`config.mk`:
```
export PLATFORM = sky130hd
export DESIGN_NAME = windowed_min_max_mean
export DESIGN_NICKNAME = d
export VERILOG_FILES = /design/src/rtl/core/wmmm_pkg.sv /design/src/rtl/core/wmmm_ctrl.sv /design/src/rtl/core/wmmm_datapath.sv /design/src/rtl/core/windowed_min_max_mean.sv
export SDC_FILE = /design/constraint.sdc
export NUM_CORES = 2
export LEC_CHECK = 0
export BUFFER_PORTS_ARGS = -buffer_cell sky130_fd_sc_hd__buf_2
export CAP_MARGIN = 10
export CORE_UTILIZATION = 63
export DETAILED_ROUTE_END_ITERATION = 8
export GPL_TIMING_DRIVEN = 1
export MAX_ROUTING_LAYER = met4
export PLACE_DENSITY_LB_ADDON = 0.08
export SYNTH_ARGS = -nofsm -noshare
export SYNTH_HDL_FRONTEND = slang
export SYNTH_SLANG_ARGS = --single-unit
```
`constraint.sdc`:
```
create_clock -name clk_i -period 6.9 [get_ports clk_i]
set_input_delay 1.035 -clock clk_i [delete_from_list [all_inputs] [get_ports clk_i]]
set_output_delay 1.035 -clock clk_i [all_outputs]
set_load 0.01 [all_outputs]
```
`src/rtl/core/wmmm_pkg.sv`:
```
// Shared types and constants for the windowed min/max/mean block.
// Depends on nothing; used by the controller, the datapath and the top level.
`timescale 1ns / 1ps

package wmmm_pkg;

  localparam int unsigned SampleW = 32;
  localparam int unsigned FillW   = 7;
  localparam int unsigned DivCntW = 5;

  typedef enum logic [2:0] {
    ST_IDLE,
    ST_RDOLD,
    ST_SUBOLD,
    ST_WRITE,
    ST_SCAN,
    ST_SCANEND,
    ST_DIV,
    ST_HOLD
  } state_e;

  typedef struct packed {
    logic sample_load;
    logic rd_old;
    logic sub_old;
    logic wr_new;
    logic scan_rd;
    logic div_start;
    logic div_step;
    logic out_load;
  } cmd_t;

  typedef struct packed {
    logic full;
    logic scan_last;
    logic div_last;
  } status_t;

endpackage

```
`src/rtl/core/wmmm_ctrl.sv`:
```
// Controller state machine for the windowed min/max/mean block.
// Depends on wmmm_pkg; drives the datapath through wmmm_pkg::cmd_t.
`timescale 1ns / 1ps

module wmmm_ctrl (
  input  logic              clk_i,
  input  logic              rst_ni,
  input  logic              in_valid_i,
  output logic              in_ready_o,
  output logic              out_valid_o,
  input  logic              out_ready_i,
  input  wmmm_pkg::status_t status_i,
  output wmmm_pkg::cmd_t    cmd_o
);

  wmmm_pkg::state_e state_q, state_d;
  logic             out_valid_q, out_valid_d;
  logic             out_free;

  assign out_free = !out_valid_q || out_ready_i;

  always_comb begin
    state_d = state_q;
    unique case (state_q)
      wmmm_pkg::ST_IDLE: begin
        if (in_valid_i) begin
          state_d = status_i.full ? wmmm_pkg::ST_RDOLD : wmmm_pkg::ST_WRITE;
        end
      end
      wmmm_pkg::ST_RDOLD:   state_d = wmmm_pkg::ST_SUBOLD;
      wmmm_pkg::ST_SUBOLD:  state_d = wmmm_pkg::ST_WRITE;
      wmmm_pkg::ST_WRITE:   state_d = wmmm_pkg::ST_SCAN;
      wmmm_pkg::ST_SCAN: begin
        if (status_i.scan_last) begin
          state_d = wmmm_pkg::ST_SCANEND;
        end
      end
      wmmm_pkg::ST_SCANEND: state_d = wmmm_pkg::ST_DIV;
      wmmm_pkg::ST_DIV: begin
        if (status_i.div_last) begin
          state_d = wmmm_pkg::ST_HOLD;
        end
      end
      wmmm_pkg::ST_HOLD: begin
        if (out_free) begin
          state_d = wmmm_pkg::ST_IDLE;
        end
      end
      default: state_d = wmmm_pkg::ST_IDLE;
    endcase
  end

  always_comb begin
    cmd_o       = '0;
    in_ready_o  = 1'b0;
    out_valid_d = out_valid_q && !out_ready_i;
    unique case (state_q)
      wmmm_pkg::ST_IDLE: begin
        in_ready_o        = 1'b1;
        cmd_o.sample_load = in_valid_i;
      end
      wmmm_pkg::ST_RDOLD:   cmd_o.rd_old    = 1'b1;
      wmmm_pkg::ST_SUBOLD:  cmd_o.sub_old   = 1'b1;
      wmmm_pkg::ST_WRITE:   cmd_o.wr_new    = 1'b1;
      wmmm_pkg::ST_SCAN:    cmd_o.scan_rd   = 1'b1;
      wmmm_pkg::ST_SCANEND: cmd_o.div_start = 1'b1;
      wmmm_pkg::ST_DIV:     cmd_o.div_step  = 1'b1;
      wmmm_pkg::ST_HOLD: begin
        if (out_free) begin
          cmd_o.out_load = 1'b1;
          out_valid_d    = 1'b1;
        end
      end
      default: cmd_o = '0;
    endcase
  end

  always_ff @(posedge clk_i or negedge rst_ni) begin
    if (!rst_ni) begin
      state_q     <= wmmm_pkg::ST_IDLE;
      out_valid_q <= 1'b0;
    end else begin
      state_q     <= state_d;
      out_valid_q <= out_valid_d;
    end
  end

  assign out_valid_o = out_valid_q;

endmodule

```
`src/rtl/core/wmmm_datapath.sv`:
```
// Datapath for the windowed min/max/mean block: sample ring, running total,
// min/max scan and a restoring divider. Depends on wmmm_pkg.
`timescale 1ns / 1ps

module wmmm_datapath #(
  parameter int unsigned WINDOW = 100
) (
  input  logic                               clk_i,
  input  logic                               rst_ni,
  input  wmmm_pkg::cmd_t                     cmd_i,
  output wmmm_pkg::status_t                  status_o,
  input  logic [wmmm_pkg::SampleW-1:0]       sample_i,
  output logic [wmmm_pkg::SampleW-1:0]       minimum_o,
  output logic [wmmm_pkg::SampleW-1:0]       maximum_o,
  output logic [wmmm_pkg::SampleW-1:0]       mean_o,
  output logic [wmmm_pkg::FillW-1:0]         fill_count_o
);

  localparam int unsigned SW = wmmm_pkg::SampleW;
  localparam int unsigned AW = (WINDOW > 1) ? $clog2(WINDOW) : 1;
  localparam int unsigned CW = $clog2(WINDOW + 1);
  localparam int unsigned TW = SW + CW;
  localparam int unsigned DW = wmmm_pkg::DivCntW;

  logic [SW-1:0] mem_q [WINDOW];
  logic [SW-1:0] rdata_q;
  logic          rd_vld_q;
  logic [AW-1:0] rd_addr;
  logic          rd_en;

  logic [SW-1:0] sample_q;
  logic [AW-1:0] wp_q;
  logic [CW-1:0] cnt_q;
  logic [TW-1:0] total_q;
  logic [AW-1:0] scan_idx_q;
  logic [SW-1:0] lo_q, hi_q;

  logic [CW-1:0] rem_q;
  logic [SW-1:0] quo_q;
  logic [DW-1:0] div_cnt_q;
  logic [CW:0]   trial;
  logic          trial_ge;

  logic [CW+wmmm_pkg::FillW-1:0] cnt_ext;

  assign status_o.full      = (cnt_q == CW'(WINDOW));
  assign status_o.scan_last = (CW'(scan_idx_q) == (cnt_q - CW'(1)));
  assign status_o.div_last  = (div_cnt_q == DW'(SW - 1));

  assign rd_en   = cmd_i.rd_old || cmd_i.scan_rd;
  assign rd_addr = cmd_i.rd_old ? wp_q : scan_idx_q;

  // Sample ring; contents are meaningful only where they have been written.
  always_ff @(posedge clk_i) begin
    if (cmd_i.wr_new) begin
      mem_q[wp_q] <= sample_q;
    end
    if (rd_en) begin
      rdata_q <= mem_q[rd_addr];
    end
  end

  assign trial    = {rem_q, quo_q[SW-1]};
  assign trial_ge = (trial >= {1'b0, cnt_q});

  always_ff @(posedge clk_i or negedge rst_ni) begin
    if (!rst_ni) begin
      wp_q     <= '0;
      cnt_q    <= '0;
      total_q  <= '0;
      rd_vld_q <= 1'b0;
    end else begin
      rd_vld_q <= cmd_i.scan_rd;
      if (cmd_i.sub_old) begin
        total_q <= total_q - TW'(rdata_q);
      end
      if (cmd_i.wr_new) begin
        total_q <= total_q + TW'(sample_q);
        wp_q    <= (wp_q == AW'(WINDOW - 1)) ? '0 : wp_q + AW'(1);
        if (!status_o.full) begin
          cnt_q <= cnt_q + CW'(1);
        end
      end
    end
  end

  always_ff @(posedge clk_i) begin
    if (cmd_i.sample_load) begin
      sample_q   <= sample_i;
      lo_q       <= sample_i;
      hi_q       <= sample_i;
      scan_idx_q <= '0;
    end
    if (cmd_i.scan_rd) begin
      scan_idx_q <= scan_idx_q + AW'(1);
    end
    if (rd_vld_q) begin
      if (rdata_q < lo_q) begin
        lo_q <= rdata_q;
      end
      if (rdata_q > hi_q) begin
        hi_q <= rdata_q;
      end
    end
    // The quotient always fits 32 bits, so the upper total bits start as remainder.
    if (cmd_i.div_start) begin
      rem_q     <= total_q[TW-1:SW];
      quo_q     <= total_q[SW-1:0];
      div_cnt_q <= '0;
    end
    if (cmd_i.div_step) begin
      rem_q     <= trial_ge ? CW'(trial - {1'b0, cnt_q}) : trial[CW-1:0];
      quo_q     <= {quo_q[SW-2:0], trial_ge};
      div_cnt_q <= div_cnt_q + DW'(1);
    end
  end

  assign cnt_ext = (CW + wmmm_pkg::FillW)'(cnt_q);

  always_ff @(posedge clk_i) begin
    if (cmd_i.out_load) begin
      minimum_o    <= lo_q;
      maximum_o    <= hi_q;
      mean_o       <= quo_q;
      fill_count_o <= cnt_ext[wmmm_pkg::FillW-1:0];
    end
  end

endmodule

```
`src/rtl/core/windowed_min_max_mean.sv`:
```
// Sliding-window minimum, maximum and mean. Each input transfer carries one
// unsigned 32-bit sample, which is written into a ring of WINDOW entries,
// replacing the oldest entry once the ring is full. Exactly one output
// transfer follows each input transfer, giving the minimum, the maximum and
// the floor mean of the samples now held (the new one included) and the
// number held, reported modulo 128 on the 7-bit fill_count_o. For each sample,
// a serial scan reads every held ring entry, one entry per cycle, through
// the single-ported sample memory, and a restoring divider produces the
// 32 quotient bits, one quotient bit per cycle. When the ring is full, the
// overwritten entry is first read and subtracted. The input side is ready
// again as soon as a result is loaded into the output register, even if
// that result has not yet been taken. There is no clearing pass after
// reset; ring entries are only read once written.
// Depends on wmmm_pkg, wmmm_ctrl and wmmm_datapath.
`timescale 1ns / 1ps

module windowed_min_max_mean #(
  parameter int unsigned WINDOW = 100
) (
  input  logic                         clk_i,
  input  logic                         rst_ni,
  input  logic                         in_valid_i,
  output logic                         in_ready_o,
  input  logic [wmmm_pkg::SampleW-1:0] sample_i,
  output logic                         out_valid_o,
  input  logic                         out_ready_i,
  output logic [wmmm_pkg::SampleW-1:0] minimum_o,
  output logic [wmmm_pkg::SampleW-1:0] maximum_o,
  output logic [wmmm_pkg::SampleW-1:0] mean_o,
  output logic [wmmm_pkg::FillW-1:0]   fill_count_o
);

  // The controller sequences each sample through its phases: an optional
  // read and subtract of the overwritten entry, the write of the new one,
  // the scan, the divide and the load of the output register.
  wmmm_pkg::cmd_t    cmd;
  wmmm_pkg::status_t status;

  wmmm_ctrl u_ctrl (
    .clk_i      (clk_i),
    .rst_ni     (rst_ni),
    .in_valid_i (in_valid_i),
    .in_ready_o (in_ready_o),
    .out_valid_o(out_valid_o),
    .out_ready_i(out_ready_i),
    .status_i   (status),
    .cmd_o      (cmd)
  );

  // The datapath holds the ring, the fill count, the running total and
  // the output register.
  wmmm_datapath #(
    .WINDOW(WINDOW)
  ) u_datapath (
    .clk_i       (clk_i),
    .rst_ni      (rst_ni),
    .cmd_i       (cmd),
    .status_o    (status),
    .sample_i    (sample_i),
    .minimum_o   (minimum_o),
    .maximum_o   (maximum_o),
    .mean_o      (mean_o),
    .fill_count_o(fill_count_o)
  );

endmodule

```
# [Word level (Yosys, flattened, before mapping)]
# Memories as Yosys holds them, arrays and structs flattened. A register that Yosys moved wholly into a read port is not among the register bits.
# Cells that the tools add are included.
# Widths: inputs -> output; s select.
[op_classes] addsub=8 magnitude_cmp=3 eq_ne=15 n_mux=39 bitwise=1 reduce_logical=11
[op_table] operator="$mux 32" n=8
[op_table] operator="$mux 39" n=2
[op_table] operator="$mux 7" n=7
[op_table] operator="$add 39x32->39" n=1
[op_table] operator="$sub 39x32->39" n=1
[op_table] operator="$gt 32x32->1" n=1
[op_table] operator="$lt 32x32->1" n=1
[op_table] operator="$pmux 3 s8" n=1
[op_table] operator="$add 7x1->7 const B" n=3
[op_table] operator="$eq 7x7->1 const B" n=2
[op_table] operator="$mux 1" n=14
[op_table] operator="$eq 3x3->1 const B" n=4
[op_table] operator="$mux 3" n=4
[op_table] operator="$mux 5" n=2
[op_table] operator="$ge 8x7->1" n=1
[op_table] operator="$eq 7x7->1" n=1
[op_table] operator="$sub 7x1->7 const B" n=1
[op_table] operator="$sub 7x7->7" n=1
[op_table] operator="$eq 3x2->1 const B" n=2
[op_table] operator="$ne 2x2->1 const B" n=3
[op_table] operator="$reduce_bool 2->1" n=3
[op_table] operator="$add 5x1->5 const B" n=1
[op_table] operator="$eq 5x5->1 const B" n=1
[op_table] operator="$reduce_and 4->1" n=1
[op_table] operator="9 further kinds" n=11
[totals] ff_bits=308 mem_bits_rw=3200 inputBits=36 output_inout_bits=105 word_cells=95 n_memories=1
[mem_list] name="u_datapath.mem_q" words=100 word_bits=32 rd=1 rd_ports_with_merged_regs=1 write_ports=1 line="wmmm_datapath.sv:25" source="logic [SW-1:0] mem_q [WINDOW];"

# [Longest topological paths before layout]
[depth] ltp_word=5 depth_mapped=20 ltp_nobuf=17

# [Modules after synthesis]
# From an unflattened synthesis, not the netlist that was laid out.
[hier_totals] hier_cells=9063 area_unflattened_um2=141617.1
[by_module_without_submodules] mod="wmmm_datapath" n_inst=1 cells_per_inst=9029 area_each_um2=141321.8 seq_area_each_um2=105271.0
[by_module_without_submodules] mod="wmmm_ctrl" n_inst=1 cells_per_inst=34 area_each_um2=295.3 seq_area_each_um2=100.1

# [Worst setup path after synthesis]
# No wires, ideal clock.
[synth_path] path_type="input to register" startpoint="in out_ready_i" endpoint="reg u_datapath.fill_count_o[0] in the netlist's numbering, enable pin" setup_time_ns=0.568 arrival_ns=5.428 t_required_ns=6.332 path_slack_ns=0.904 path_stages=2 path_buffers=0 cell_sequence="nor2b_1 > nor2_1"
[synth_rtl] item="start: declaration" line="windowed_min_max_mean.sv:26" source="input logic out_ready_i,"
[synth_rtl] item="end signal: assignment" line="wmmm_datapath.sv:125" source="fill_count_o <= cnt_ext[wmmm_pkg::FillW-1:0];"
[synth_rtl] item="end: declaration" line="wmmm_datapath.sv:16" source="output logic [wmmm_pkg::FillW-1:0] fill_count_o"

# [Worst setup path in the final report]
[layout_path] startpoint="reg u_ctrl.state_q[2]" endpoint="reg u_datapath.rdata_q[31] (read register of u_datapath.mem_q), data pin"
[layout_via] elab_chain_cells=3 word_cells_on_any_way=6 cone_classes="2 x eq/ne; 3 x mux; 1 x reduce/logical"
[layout_lines] item="start: declaration" line="wmmm_ctrl.sv:16" source="wmmm_pkg::state_e state_q, state_d;"
[layout_lines] item="start signal: assignment" line="wmmm_ctrl.sv:80" source="state_q <= wmmm_pkg::ST_IDLE;"
[layout_lines] item="start signal: assignment" line="wmmm_ctrl.sv:83" source="state_q <= state_d;"
[layout_lines] item="$eq 3x1->1 / $eq 3x3->1 (equally long branches)" line="wmmm_ctrl.sv:57" source="unique case (state_q)"
[layout_lines] item="$mux 1" line="wmmm_ctrl.sv:57"
[layout_lines] item="$mux 7 / $logic_or 1x1->1 (equally long branches)" line="wmmm_datapath.sv:51, wmmm_datapath.sv:50"
[layout_lines] item="end: declaration" line="wmmm_datapath.sv:26" source="logic [SW-1:0] rdata_q;"
# Parallel ways exist; a longest one is shown, timed or not.
# A chain may end at the register's enable or synchronous reset.

==> metrics.md <==
| Metric | Value |
|---|---|
| Power density cells | 397 nW/um^2 |
| TritonCTS clock tree | yes |
| Core box area | ~220000 um^2 |
| Reg-to-reg endpoint | u_datapath.rdata_q[31] |
| Die area | around 220000 um^2 |
| CTS Buf Count | roughly 360 |
| Syn Area/Cell | 20.1 um^2 |
| Setup WS post-layout | 1520 ps |
| Tot GR Track Use | a little over a third |
| Part of the Yosys area used for sequential elements | around three quarters |
| Total of warnings raised by yosys | 0 |
| Hold buffer count at CTS | 0 |
| Max Slew Vio Count | 0 |
| Area Overhead vs Synth | 12.4% |
| Die X | 470 um |
| Clk_lat worst skew | 1000 ps |
| VDD IR-drop max | 0.382 mV |
| Slew @ Worst Pin | 1370 ps |
| CP max-delay cell | a2111oi_0 |
| Clk_skew | 69.8 ps |
| DP HPWL | roughly 220000 um |
| Max Freq | 0.186 GHz |
| Clock tree buffer depth | 4 |
| Clock transition at the registers of the reported paths | 60 ps |
| Synth cell types | 71 |
| Reg2reg start | u_ctrl.state_q[2] |
| Hold Path Class | input pin to flop |
| Routed len/inst | 35.7 um |
| CP arrival | 6010 ps |
| Vias | roughly 73000 |
| Share of layout cells above drive strength 1 | between 20% and 30% |
| Setup Buffers After CTS | 0 |
| Vias in the first global route | about 70000 |
| Largest stage delay, worst path | 990 ps |
| Setup violations, final | 0 |
| I/O Buffers | 140 |
| First-pass iteration count of the detailed router | 6 |
| Final WL | around 370000 um |
| Max_slew headroom | 8.95% |
| DRT iter0 DRCs | slightly above 10000 |
| Period utilization | 78.0% |
| CP Max Fanout | 42 |
| Critical path class | flop to flop |
| Status | finished, final reports clean |
| First-pass GRT wire length | 524000 um |
| Layout Nets | 7438 |
| Root Driver | clkbuf_16 |
| Sum Neg Setup Slack | 0 ps |
| R2R cell count | 11 |
| Sink Count | around 3500 |
| Rows | 171 |
| Placer congestion estimate | about 0.94 |
| Post-place setup slack | 1580 ps |
| Top Ports | 141 |
| Top FF cell, synth | edfxtp_1 |
| Worst Setup End Kind | flop |
| Worst Setup Start Kind | flop |
| Mapped Cells | 6863 |
| Starting Density | 63.5% |
| WHS Endpoint | u_datapath.sample_q[3] |
| Hold Violations, Final | 0 |
| Final Critical Period | 5380 ps |
| H-tree Lvls | 5 |
| Post-synth EDFFs | 3418 |
| Hold path startpoint | sample_i[3] |
| Worst hold path cell count | 1 |
| Via-to-Cell Ratio | between 6 and 7 |
| Flop2flop setup slack | 1520 ps |
| Pin count of the biggest net entering global routing | 102 |
| Cell Int Power | 0.0423 W |
| Post-Synthesis Net Count | 7017 |
| # DRC | 0 |
| Clock power share | 29.8% |
| RSZ-0062 raised after global routing | false |
| Top delay family on crit path | compound AO/OA/AOI/OAI gates |
| Flops & latches, synth | 3540 |
| Sw Share | 31.3% |
| CP bufs+invs | 4 |
| Total of max-cap violations | 0 |
| Static Leak | 49.9 nW |
| Post-CTS Resized | 0 |
| Mapped cell area | 138000 um^2 |
| GR Overflow Total | 0 |
| Asr flop ratio synth | 1.64% |
| Switching Power | 0.0193 W |
| Die Span Y | between 400 and 500 um |
| Cells along the critical path | nor3b_4, buf_4, mux2i_4, buf_12, buf_4, buf_12, mux4_2, o31ai_1, a21oi_1, a2111oi_0, nor2_1 |
| Combinational Power Share | between 20% and 30% |
| Initial antenna violation count | 14 |
| Seq pwr share | 41.9% |
| CP required | 7530 ps |
| Post-route ant nets | 0 |
## cell usage after synthesis, drive strengths merged, types with 12 or more instances
cell type / n / area (um^2)
edfxtp: 3418 / 103000
mux4: 747 / 16800
a22oi: 265 / 1990
nor2: 248 / 931
o21ai: 205 / 1040
clkbuf: 198 / 743
nand2: 190 / 713
buf: 163 / 711
a21oi: 149 / 746
nand3: 141 / 706
mux2i: 127 / 1270
ha: 116 / 1450
mux2: 101 / 1140
inv: 99 / 374
o22ai: 83 / 519
dfxtp: 64 / 1280
dfrtp: 58 / 1450
nand4: 52 / 332
nor3: 46 / 230
xnor2: 43 / 377
a21o: 42 / 315
xor2: 41 / 359
o31ai: 35 / 263
o221ai: 26 / 228
a2111oi: 25 / 219
and3: 16 / 103
nor2b: 15 / 93.8
nor4: 15 / 93.8
a31oi: 14 / 87.6
nand2b: 12 / 75.1
## power by group through the flow
stage / clock, W / sequential, W / combinational [W]
2_1_floorplan: 0 / 0.0262 / 0.0111
4_1_cts: 0.0185 / 0.0258 / 0.0173
6_report: 0.0184 / 0.0259 / 0.0174
3_5_place_dp: 0 / 0.0263 / 0.0172
3_3_place_gp: 0 / 0.0262 / 0.0171
5_1_grt: 0.0193 / 0.0259 / 0.0185
## layer usage
| metal | global-route usage, % | vias up | routed length, um |
|---|---|---|---|
| met5 | - | - | 0 |
| li1 | - | 29400 | - |
| met3 | 7.22 | 826 | 41000 |
| met1 | 47.4 | 38100 | 137000 |
| met2 | 52.1 | 4391 | 174000 |
| met4 | 15.0 | 0 | 19000 |
## how the worst max path moves through the flow
stage | cells after the start | slack (ps) | to | startpoint
floorplan | 2 | 900 | u_datapath.fill_count_o[0] | out_ready_i
global placement | 11 | 1400 | u_datapath.rdata_q[21] | u_ctrl.state_q[2]
detailed placement | 11 | 1580 | u_datapath.rdata_q[31] | u_ctrl.state_q[2]
CTS | 11 | 1550 | u_datapath.rdata_q[31] | u_ctrl.state_q[1]
global route | 15 | 1320 | u_datapath.total_q[30] | u_datapath.rdata_q[8]
finish | 11 | 1520 | u_datapath.rdata_q[31] | u_ctrl.state_q[2]
## state kept, by name, summed over array words and instances, names as in the netlist, 32 cells and up
name	count
u_datapath.mem_q	3200
u_datapath.mean_o	32
u_datapath.hi_q	32
u_datapath.rdata_q	32
u_datapath.maximum_o	32
u_datapath.minimum_o	32
u_datapath.sample_q	32
u_datapath.lo_q	32
u_datapath.quo_q	32
u_datapath.total_q	39
## worst reg2reg max path: cells and delay by family, from the launching register on
family          cells  cell delay [ps]
compound gates      3             1460
buf+inv             4             1330
flops               1              600
mux                 2             1240
simple gates        2              440
## cell families after synthesis
family,Yosys count,synth area share (%)
fa+ha+maj,118,1.08
xor+xnor,84,0.532
mux,975,13.9
buf+inv,460,1.32
compound gates,916,4.34
flops,3540,76.2
simple gates,770,2.57
## per-stage QoR
stage	total power (W)	cells	utilization, %	area [um^2]	hold slack (ps)
6_report	0.0617	10400	71.4	155000	301
5_1_grt	0.0637	10400	71.4	155000	265
4_1_cts	0.0616	10400	71.4	155000	246
3_5_place_dp	0.0435	9778	66.4	144000	413
3_3_place_gp	0.0433	9776	66.4	144000	418
2_1_floorplan	0.0373	6863	-	138000	408
## cells in the final DEF, fill, tap and decap left out, types with 26 or more instances in the layout
master     synthesis  layout
a21o_1            42      42
a21oi_1          149     149
a22oi_1          265     265
buf_12             0      26
buf_2             67     142
buf_4              0     254
clkbuf_1         198      88
clkbuf_16          0     367
clkinv_1           0      83
clkinv_2           0      46
dfrtp_1           58      58
dfxtp_1           64      64
edfxtp_1        3418    3418
ha_1             116     116
inv_1             98      97
mux2_2           101      98
mux2i_1          127     121
mux4_2           747     747
nand2_1          190     188
nand3_1          141     137
nand4_1           51      51
nor2_1           248     139
nor2_4             0     108
nor3_1            46      41
o21ai_0          204     204
o221ai_1          26      26
o22ai_1           83      83
o31ai_1           35      35
xnor2_1           43      43
xor2_1            41      41
## layout make-up
class                      instances  area [um^2]
timing repair buffer             422         3140
multi-input combinational       2863        32000
sequential                      3540       105000
clock buffer                     459         9570
antenna                            9         22.5
tap                             2854         3570
inverter                          99          375
fill                           12800        62300
clock inverter                   159         1290
(Power assumes the default switching activity.)
